`config.mk`:
```
export PLATFORM = sky130hd
export DESIGN_NAME = powerpc_branch_resolve_flat
export DESIGN_NICKNAME = d
export VERILOG_FILES = /design/src/pbr_pkg.sv /design/src/pbr_if.sv /design/src/powerpc_branch_resolve.sv /design/src/flat_wrapper.sv
export SDC_FILE = /design/constraint.sdc
export NUM_CORES = 1
export LEC_CHECK = 0
export BUFFER_PORTS_ARGS = -buffer_cell sky130_fd_sc_hd__clkbuf_2
export CAP_MARGIN = 20
export CELL_PAD_IN_SITES_DETAIL_PLACEMENT = 2
export CELL_PAD_IN_SITES_GLOBAL_PLACEMENT = 2
export CORE_ASPECT_RATIO = 1.4
export CORE_MARGIN = 2
export CORE_UTILIZATION = 37
export DETAILED_ROUTE_END_ITERATION = 10
export PLACE_DENSITY_LB_ADDON = 0.1
export SYNTH_ARGS = -nofsm -noshare
export SYNTH_HDL_FRONTEND = slang
export SYNTH_SLANG_ARGS = --single-unit
```
`constraint.sdc`:
```
create_clock -name clk_i -period 9.35 [get_ports clk_i]
set_clock_uncertainty 0.05 [all_clocks]
set_input_delay 0.935 -clock clk_i [delete_from_list [all_inputs] [get_ports clk_i]]
set_output_delay 0.935 -clock clk_i [all_outputs]
set_load 0.005 [all_outputs]
```
`src/pbr_pkg.sv`:
```
// Package for the PowerPC branch resolve block: payload types, opcode codes
// and the fixed masks used by the rfi merge. No dependencies.

package pbr_pkg;

  localparam int unsigned XLEN = 32;

  // Primary opcodes of the branch-class instructions.
  localparam logic [5:0] OpBc = 6'd16;
  localparam logic [5:0] OpSc = 6'd17;
  localparam logic [5:0] OpB  = 6'd18;
  localparam logic [5:0] OpXl = 6'd19;

  // Extended opcodes under the XL form.
  localparam logic [9:0] XoBclr  = 10'd16;
  localparam logic [9:0] XoRfi   = 10'd50;
  localparam logic [9:0] XoBcctr = 10'd528;

  localparam logic [XLEN-1:0] RfiMask    = 32'h87C0FFFF;
  localparam logic [XLEN-1:0] RfiClear   = 32'hFFFBFFFF;
  localparam logic [XLEN-1:0] LowTwoBits = 32'h00000003;

  typedef struct packed {
    logic [XLEN-1:0] instruction;
    logic [XLEN-1:0] pc;
    logic [XLEN-1:0] cr;
    logic [XLEN-1:0] ctr;
    logic [XLEN-1:0] lr;
    logic [XLEN-1:0] msr;
    logic [XLEN-1:0] srr0;
    logic [XLEN-1:0] srr1;
  } pbr_in_t;

  typedef struct packed {
    logic [XLEN-1:0] next_pc;
    logic            taken;
    logic [XLEN-1:0] ctr_out;
    logic            ctr_write;
    logic [XLEN-1:0] lr_out;
    logic            lr_write;
    logic [XLEN-1:0] msr_out;
    logic            msr_write;
    logic            syscall_raised;
    logic            invalid_form;
  } pbr_out_t;

endpackage

```
`src/pbr_if.sv`:
```
// Handshake channels of the branch resolve block: one input item channel and
// one result item channel, each with valid, ready and payload. No dependencies.

interface pbr_in_if;
  logic        valid;
  logic        ready;
  logic [31:0] instruction;
  logic [31:0] pc;
  logic [31:0] cr;
  logic [31:0] ctr;
  logic [31:0] lr;
  logic [31:0] msr;
  logic [31:0] srr0;
  logic [31:0] srr1;

  modport source (
    output valid, instruction, pc, cr, ctr, lr, msr, srr0, srr1,
    input  ready
  );
  modport sink (
    input  valid, instruction, pc, cr, ctr, lr, msr, srr0, srr1,
    output ready
  );
endinterface

interface pbr_out_if;
  logic        valid;
  logic        ready;
  logic [31:0] next_pc;
  logic        taken;
  logic [31:0] ctr_out;
  logic        ctr_write;
  logic [31:0] lr_out;
  logic        lr_write;
  logic [31:0] msr_out;
  logic        msr_write;
  logic        syscall_raised;
  logic        invalid_form;

  modport source (
    output valid, next_pc, taken, ctr_out, ctr_write, lr_out, lr_write,
           msr_out, msr_write, syscall_raised, invalid_form,
    input  ready
  );
  modport sink (
    input  valid, next_pc, taken, ctr_out, ctr_write, lr_out, lr_write,
           msr_out, msr_write, syscall_raised, invalid_form,
    output ready
  );
endinterface

```
`src/powerpc_branch_resolve.sv`:
```
// Throughput: one item per cycle while the result item is not stalled; an input
// register feeds the decode, target adders and CTR decrement, whose outputs
// land in a result register, from which the result item is offered.
// A stalled result item blocks the input only once the input stage is full too.
// Reset (rst_ni low, asynchronous) empties both stages; payloads are not reset.
// Depends on pbr_pkg and the channel interfaces in pbr_if.sv.

module powerpc_branch_resolve (
  input logic      clk_i,
  input logic      rst_ni,
  pbr_in_if.sink   in_i,
  pbr_out_if.source out_o
);
  import pbr_pkg::*;

  logic     in_valid_q;
  pbr_in_t  in_q;
  logic     res_valid_q;
  pbr_out_t res_q;
  pbr_out_t res_d;

  logic     in_ready;
  logic     res_ready;

  // Each stage can take a new item when empty or when its item leaves now.
  assign res_ready  = !res_valid_q || out_o.ready;
  assign in_ready   = !in_valid_q || res_ready;
  assign in_i.ready = in_ready;

  always_ff @(posedge clk_i or negedge rst_ni) begin
    if (!rst_ni) begin
      in_valid_q  <= 1'b0;
      res_valid_q <= 1'b0;
    end else begin
      if (in_ready) begin
        in_valid_q <= in_i.valid;
      end
      if (res_ready) begin
        res_valid_q <= in_valid_q;
      end
    end
  end

  always_ff @(posedge clk_i) begin
    if (in_ready && in_i.valid) begin
      in_q.instruction <= in_i.instruction;
      in_q.pc          <= in_i.pc;
      in_q.cr          <= in_i.cr;
      in_q.ctr         <= in_i.ctr;
      in_q.lr          <= in_i.lr;
      in_q.msr         <= in_i.msr;
      in_q.srr0        <= in_i.srr0;
      in_q.srr1        <= in_i.srr1;
    end
    if (res_ready && in_valid_q) begin
      res_q <= res_d;
    end
  end

  // Instruction fields.
  logic [5:0]      opcd;
  logic [9:0]      xo;
  logic [4:0]      bo;
  logic [4:0]      bi;
  logic            lk;
  logic            aa;
  logic [XLEN-1:0] link;
  logic [XLEN-1:0] li_off;
  logic [XLEN-1:0] bd_off;
  logic [XLEN-1:0] b_target;
  logic [XLEN-1:0] bc_target;
  logic [XLEN-1:0] ctr_dec;
  logic            ctr_ok;
  logic            cr_ok;

  assign opcd   = in_q.instruction[31:26];
  assign xo     = in_q.instruction[10:1];
  assign bo     = in_q.instruction[25:21];
  assign bi     = in_q.instruction[20:16];
  assign lk     = in_q.instruction[0];
  assign aa     = in_q.instruction[1];
  assign link   = in_q.pc + 32'd4;
  assign li_off = {{6{in_q.instruction[25]}}, in_q.instruction[25:2], 2'b00};
  assign bd_off = {{16{in_q.instruction[15]}}, in_q.instruction[15:2], 2'b00};

  assign b_target  = aa ? li_off : in_q.pc + li_off;
  assign bc_target = aa ? bd_off : in_q.pc + bd_off;
  assign ctr_dec   = in_q.ctr - 32'd1;

  // With BO[2] clear the decremented CTR is tested against zero; BO[1]
  // selects whether zero or non-zero passes.
  assign ctr_ok = bo[2] || ((ctr_dec == '0) == bo[1]);
  // CR bit 0 is the most significant bit of the register.
  assign cr_ok  = bo[4] || (in_q.cr[5'd31 - bi] == bo[3]);

  always_comb begin
    res_d.next_pc        = link;
    res_d.taken          = 1'b0;
    res_d.ctr_out        = in_q.ctr;
    res_d.ctr_write      = 1'b0;
    res_d.lr_out         = in_q.lr;
    res_d.lr_write       = 1'b0;
    res_d.msr_out        = in_q.msr;
    res_d.msr_write      = 1'b0;
    res_d.syscall_raised = 1'b0;
    res_d.invalid_form   = 1'b0;
    case (opcd)
      OpB: begin
        res_d.taken   = 1'b1;
        res_d.next_pc = b_target;
        if (lk) begin
          res_d.lr_write = 1'b1;
          res_d.lr_out   = link;
        end
      end
      OpBc: begin
        if (!bo[2]) begin
          res_d.ctr_out   = ctr_dec;
          res_d.ctr_write = 1'b1;
        end
        res_d.taken = ctr_ok && cr_ok;
        if (ctr_ok && cr_ok) begin
          res_d.next_pc = bc_target;
        end
        if (lk) begin
          res_d.lr_write = 1'b1;
          res_d.lr_out   = link;
        end
      end
      OpXl: begin
        if (xo == XoBclr) begin
          if (!bo[2]) begin
            res_d.ctr_out   = ctr_dec;
            res_d.ctr_write = 1'b1;
          end
          res_d.taken = ctr_ok && cr_ok;
          // The target uses the LR value from before any link write.
          if (ctr_ok && cr_ok) begin
            res_d.next_pc = in_q.lr & ~LowTwoBits;
          end
          if (lk) begin
            res_d.lr_write = 1'b1;
            res_d.lr_out   = link;
          end
        end else if (xo == XoBcctr) begin
          // The decrement option is meaningless here: flag it, test CR only.
          res_d.invalid_form = !bo[2];
          res_d.taken        = cr_ok;
          if (cr_ok) begin
            res_d.next_pc = in_q.ctr & ~LowTwoBits;
          end
          if (lk) begin
            res_d.lr_write = 1'b1;
            res_d.lr_out   = link;
          end
        end else if (xo == XoRfi) begin
          res_d.msr_out   = (in_q.msr & ~RfiMask & RfiClear) |
                            (in_q.srr1 & RfiMask & RfiClear);
          res_d.msr_write = 1'b1;
          res_d.taken     = 1'b1;
          res_d.next_pc   = in_q.srr0 & ~LowTwoBits;
        end
      end
      OpSc: begin
        res_d.syscall_raised = 1'b1;
      end
      default: begin
      end
    endcase
  end

  assign out_o.valid          = res_valid_q;
  assign out_o.next_pc        = res_q.next_pc;
  assign out_o.taken          = res_q.taken;
  assign out_o.ctr_out        = res_q.ctr_out;
  assign out_o.ctr_write      = res_q.ctr_write;
  assign out_o.lr_out         = res_q.lr_out;
  assign out_o.lr_write       = res_q.lr_write;
  assign out_o.msr_out        = res_q.msr_out;
  assign out_o.msr_write      = res_q.msr_write;
  assign out_o.syscall_raised = res_q.syscall_raised;
  assign out_o.invalid_form   = res_q.invalid_form;

  // An accepted item always occupies the input stage in the next cycle.
  a_in_stage_filled: assert property (@(posedge clk_i) disable iff (!rst_ni)
    in_i.valid && in_ready |=> in_valid_q)
    else $error("accepted item did not reach the input stage");

  // An occupied input stage moves on whenever the result stage has room.
  a_res_stage_filled: assert property (@(posedge clk_i) disable iff (!rst_ni)
    in_valid_q && res_ready |=> res_valid_q)
    else $error("item lost between input and result stage");

  // rfi always redirects, and a system call never does.
  a_rfi_taken: assert property (@(posedge clk_i) disable iff (!rst_ni)
    res_valid_q && res_q.msr_write |-> res_q.taken && !res_q.syscall_raised)
    else $error("rfi result not taken");

  a_sc_not_taken: assert property (@(posedge clk_i) disable iff (!rst_ni)
    res_valid_q && res_q.syscall_raised |-> !res_q.taken && !res_q.lr_write)
    else $error("system call result shows a branch");

  // The invalid bcctr form never touches CTR.
  a_invalid_no_ctr: assert property (@(posedge clk_i) disable iff (!rst_ni)
    res_valid_q && res_q.invalid_form |-> !res_q.ctr_write && !res_q.msr_write)
    else $error("invalid bcctr form wrote CTR or MSR");

endmodule
```
`src/flat_wrapper.sv`:
```
// flat-port wrapper written by rule: the top's interface ports become plain ports
module powerpc_branch_resolve_flat import pbr_pkg::*;
  (clk_i, rst_ni, in_i_valid, in_i_instruction, in_i_pc, in_i_cr, in_i_ctr, in_i_lr, in_i_msr, in_i_srr0, in_i_srr1, in_i_ready, out_o_valid, out_o_next_pc, out_o_taken, out_o_ctr_out, out_o_ctr_write, out_o_lr_out, out_o_lr_write, out_o_msr_out, out_o_msr_write, out_o_syscall_raised, out_o_invalid_form, out_o_ready);
  pbr_in_if in_i_i ();
  pbr_out_if out_o_i ();
  input logic clk_i;
  input logic rst_ni;
  input wire logic [$bits(in_i_i.valid)-1:0] in_i_valid;
  input wire logic [$bits(in_i_i.instruction)-1:0] in_i_instruction;
  input wire logic [$bits(in_i_i.pc)-1:0] in_i_pc;
  input wire logic [$bits(in_i_i.cr)-1:0] in_i_cr;
  input wire logic [$bits(in_i_i.ctr)-1:0] in_i_ctr;
  input wire logic [$bits(in_i_i.lr)-1:0] in_i_lr;
  input wire logic [$bits(in_i_i.msr)-1:0] in_i_msr;
  input wire logic [$bits(in_i_i.srr0)-1:0] in_i_srr0;
  input wire logic [$bits(in_i_i.srr1)-1:0] in_i_srr1;
  output wire logic [$bits(in_i_i.ready)-1:0] in_i_ready;
  output wire logic [$bits(out_o_i.valid)-1:0] out_o_valid;
  output wire logic [$bits(out_o_i.next_pc)-1:0] out_o_next_pc;
  output wire logic [$bits(out_o_i.taken)-1:0] out_o_taken;
  output wire logic [$bits(out_o_i.ctr_out)-1:0] out_o_ctr_out;
  output wire logic [$bits(out_o_i.ctr_write)-1:0] out_o_ctr_write;
  output wire logic [$bits(out_o_i.lr_out)-1:0] out_o_lr_out;
  output wire logic [$bits(out_o_i.lr_write)-1:0] out_o_lr_write;
  output wire logic [$bits(out_o_i.msr_out)-1:0] out_o_msr_out;
  output wire logic [$bits(out_o_i.msr_write)-1:0] out_o_msr_write;
  output wire logic [$bits(out_o_i.syscall_raised)-1:0] out_o_syscall_raised;
  output wire logic [$bits(out_o_i.invalid_form)-1:0] out_o_invalid_form;
  input wire logic [$bits(out_o_i.ready)-1:0] out_o_ready;
  assign in_i_i.valid = in_i_valid;
  assign in_i_i.instruction = in_i_instruction;
  assign in_i_i.pc = in_i_pc;
  assign in_i_i.cr = in_i_cr;
  assign in_i_i.ctr = in_i_ctr;
  assign in_i_i.lr = in_i_lr;
  assign in_i_i.msr = in_i_msr;
  assign in_i_i.srr0 = in_i_srr0;
  assign in_i_i.srr1 = in_i_srr1;
  assign in_i_ready = in_i_i.ready;
  assign out_o_valid = out_o_i.valid;
  assign out_o_next_pc = out_o_i.next_pc;
  assign out_o_taken = out_o_i.taken;
  assign out_o_ctr_out = out_o_i.ctr_out;
  assign out_o_ctr_write = out_o_i.ctr_write;
  assign out_o_lr_out = out_o_i.lr_out;
  assign out_o_lr_write = out_o_i.lr_write;
  assign out_o_msr_out = out_o_i.msr_out;
  assign out_o_msr_write = out_o_i.msr_write;
  assign out_o_syscall_raised = out_o_i.syscall_raised;
  assign out_o_invalid_form = out_o_i.invalid_form;
  assign out_o_i.ready = out_o_ready;
  powerpc_branch_resolve u_core (.clk_i(clk_i), .rst_ni(rst_ni), .in_i(in_i_i), .out_o(out_o_i));
endmodule
```
==> metrics list <==
- The first global-routing pass estimated 97,370 um of wire.
- Cell area power density: 193.3 nW/um^2
- The smallest clock period supported by the final layout is computed as 5.457 ns.
- Pre-antenna DRT Iters: 5
* Max transition margin: 31.90%
- The filler cells instantiated in the layout total 4,976.
- Library cell with the largest summed area after synthesis: sky130_fd_sc_hd__edfxtp_1
- Transition time at the pin with the least slew margin: 1.012 ns
* Fraction of layout instances using a drive strength above 1: 28.31%
- After floorplanning, the core was sized to cover 49,130 um^2.
- For the worst flop-to-flop path, the logic depth is 10.
- Setup TNS Final: 0 ns
* Share of the synthesized area in compound gates (AO/OA/AOI/OAI): 12.83%
- The H-tree was split into 2 levels.
* Main combinational cell family by area after synthesis: compound AO/OA/AOI/OAI gates
- Synthesis produced a netlist whose cell count is 1,442.
* Setup-failing EPs final: 0
* Mean cell area of the mapped netlist: 12.77 um^2
- Final RePlAce weighted congestion: 0.9061
- Dominant synthesized flop cell: sky130_fd_sc_hd__edfxtp_1
* Buffer type at the clock tree root: sky130_fd_sc_hd__clkbuf_16
- Clock latency on the worst-skew pair: 0.57 ns
- Largest net degree at the start of global routing: 128
- Most common cell after layout, fill and taps aside: sky130_fd_sc_hd__clkbuf_2
* Worst setup path start: u_core.in_q[144]$_DFFE_PP_
- Data required time of the worst path: 9.52 ns
- Die width: 192.6 um
* RR Endpoint: u_core.out_o.next_pc[24]$_DFFE_PP_
* Number of antenna-violating nets in the routed design: 0
- Clock tree from TritonCTS: yes
* Top area cells in the synthesized netlist: sky130_fd_sc_hd__edfxtp_1 62%, sky130_fd_sc_hd__ha_1 3.2%, sky130_fd_sc_hd__xnor2_1 2.7%
- In this run the vertical extent of the chip is 268.0 um.
* Initial standard-cell utilization of the core: 37.50%
- Internal reg-to-reg setup slack: 3.89 ns
- Setup repair after global routing left no endpoint under its margin.
- Number of enable flip-flop cells after synthesis: 378
- Setup WS post-layout: 3.893 ns
- The synthesized netlist devotes 4.802% of its cell area to XOR and XNOR gates.
- Hold-fix buffer count after cts: 0
* Synth top area share: 61.62%
* CTS Buf Count: 41
* Layout net count: 2,141
- Post-synthesis simple-gate area fraction: 11.78%
- Global routing finished with a remaining overflow of 0.
- Buffer levels on the longest clock path: 3
* Endpoint kind of the worst setup timing path: flip-flop
- In the routed layout, each cell is associated on average with a via count of 5.606.
- For this run, the number of Yosys warnings is 0.
* Critical path peak fanout: 18
- After the first detailed-routing iteration, the DRC count stood at 844.
- Hold violation total from the final report: 0
- Global routing used 25.60% of the available tracks.
- Layout overhead on the synthesized area: 21.88%
- Summed over all nets, the half-perimeter wirelength after detailed placement is 50,320 um.
- Final Routed Wirelength: 66,050 um
* IO Pins: 396
* Post-Place Setup Slack: 4.018 ns
* Fmax: 183.3 MHz
- Number of buffers added for setup after CTS: 0
- Sequential share of the synthesized area: 61.89%
- Syn Std Cell Area: 18,420 um^2
- Async set or reset register ratio after synthesis: 0.5263%
- Final number of max-transition violations: 0
- Clock input transition at the sequential cells of the worst setup and hold paths: 0.07 ns
- Flop and latch count out of synthesis: 380
- Count of buffers from port buffering: 383
- The library cells used most frequently in the layout, excluding fill and tap cells, are 383 x sky130_fd_sc_hd__clkbuf_2, 378 x sky130_fd_sc_hd__edfxtp_1, 108 x sky130_fd_sc_hd__nand2_1, 99 x sky130_fd_sc_hd__nor2_1, 96 x sky130_fd_sc_hd__a21oi_1.
- # Max-Cap Violations: 0
- Post-cts gate resize count: 0
- After Yosys synthesis, full adders, half adders and majority gates account for 3.301% of the synthesized area.
- In the routed design, unresolved DRC markers number 0.
- Worst supply voltage drop on vdd: 0.0001425 V
- Initial antenna violation count: 0
- The number of nets handed over by synthesis was 1,750.
* Routed via count: 14,027
- Number of global-route vias before repair: 15,370
- The worst setup path is of the flip-flop to flip-flop kind.
* Row Count: 96
* Mux contribution to synthesized area: 3.776%
* WL/cell: 26.40 um
- Launching element type of the critical path: flip-flop
- Worst hold-check path type: input pin to asynchronous set/reset pin
- In the finished design, the share of the clock period the worst path needs comes to 58.36%.
* Run status: completed
- For this design, the sink count on the clock tree is 380.
- The die covers 51,610 um^2.
* Total inserted antenna cells: 0
- Summed over all cells, the static leakage comes to 8.520 nW.
* Launch instance of the worst register-to-register path: u_core.in_q[144]$_DFFE_PP_
* Netlist cell types: 83
- STA puts the critical path data arrival time at 5.63 ns.
==> kinds of logic after synthesis <==
logic type               after synthesis
multiplexers                          59
flip-flops                           380
AND/OR/NAND/NOR                      416
adder cells (fa/ha/maj)               48
AO/OA/AOI/OAI                        368
XOR/XNOR                             101
buffers and inverters                 70
==> stage by stage <==
step	hold WS (ns)	util (%)	std cells	cell area [um^2]	power, mW
detailed placement	0.3566	42.89	2427	21070	2.671
global placement	0.3506	42.87	2426	21060	2.643
global route	0.08381	45.70	2502	22450	4.497
CTS	0.07250	45.70	2502	22450	4.387
finish	0.09939	45.70	2502	22450	4.339
floorplan	0.3503	-	1442	18420	2.424
==> registers in the layout, summed over array words and instances, names as in the netlist, 5 cells and up <==
name / flops
u_core.out_o.lr_out: 32
u_core.out_o.ctr_out: 32
u_core.in_q: 219
u_core.out_o.next_pc: 32
u_core.bi: 5
u_core.out_o.msr_out: 32
u_core.bd_off: 14
u_core.bo: 5
==> routing by layer <==
layer	track usage, %	vias to the layer above	share of wire (%)
li1	-	6382	-
met3	3.918	105	5.4
met5	0	-	0
met4	9.511	0	3.7
met1	30.63	7068	39
met2	46.08	472	52
==> final cells by class <==
cell class	count	area, um^2	area share [%]
tap	637	797.0	3.550
sequential	380	11400	50.78
clock buffer	51	1106	4.926
multi-input combinational	992	6740	30.02
inverter	16	60.06	0.2675
timing repair buffer	402	2072	9.229
clock inverter	24	275.3	1.226
==> how the worst max path moves through the flow <==
stage | endpoint | slack, ns
after global routing | u_core.out_o.next_pc[18]$_DFFE_PP_ | 3.73
after floorplan | u_core.aa$_DFFE_PP_ | 1.99
final | u_core.out_o.next_pc[24]$_DFFE_PP_ | 3.89
after CTS | u_core.out_o.next_pc[19]$_DFFE_PP_ | 3.99
after global placement | u_core.out_o.next_pc[18]$_DFFE_PP_ | 3.89
after detailed placement | u_core.out_o.next_pc[19]$_DFFE_PP_ | 4.02
==> worst max-delay path, cell delays in order, from the launching register on <==
cell,delay (ns)
sky130_fd_sc_hd__edfxtp_1,0.55
sky130_fd_sc_hd__nor4_1,0.92
sky130_fd_sc_hd__nand4_1,0.20
sky130_fd_sc_hd__nor4b_1,0.39
sky130_fd_sc_hd__o2111ai_1,0.35
sky130_fd_sc_hd__nor4_2,0.38
sky130_fd_sc_hd__mux2i_2,0.55
sky130_fd_sc_hd__or2_1,0.71
sky130_fd_sc_hd__mux2_2,0.42
sky130_fd_sc_hd__o21ai_0,0.28
sky130_fd_sc_hd__a41oi_1,0.31
==> synthesized netlist by cell type, types with 14 or more instances <==
cell and count:
sky130_fd_sc_hd__a211oi_1 19, sky130_fd_sc_hd__xnor2_1 56, sky130_fd_sc_hd__ha_1 47, sky130_fd_sc_hd__nor2_1 100
sky130_fd_sc_hd__nand4_1 22, sky130_fd_sc_hd__a21oi_1 96, sky130_fd_sc_hd__o21ai_0 91, sky130_fd_sc_hd__nand3_1 32
sky130_fd_sc_hd__inv_1 14, sky130_fd_sc_hd__clkbuf_1 39, sky130_fd_sc_hd__o221ai_1 18, sky130_fd_sc_hd__nor3_1 32
sky130_fd_sc_hd__mux2_2 31, sky130_fd_sc_hd__edfxtp_1 378, sky130_fd_sc_hd__xor2_1 45, sky130_fd_sc_hd__mux2i_1 22
sky130_fd_sc_hd__nand2_1 108, sky130_fd_sc_hd__nand2b_1 23, sky130_fd_sc_hd__or3_1 14, sky130_fd_sc_hd__o211ai_1 15
sky130_fd_sc_hd__a21o_1 17
==> report_power, final <==
part,total [mW],switching (mW),internal (mW)
Clock,1.71,0.699,1.01
Sequential,2.12,0.0936,2.02
Combinational,0.515,0.312,0.203
Note: power is estimated with default switching activity, not from simulation.
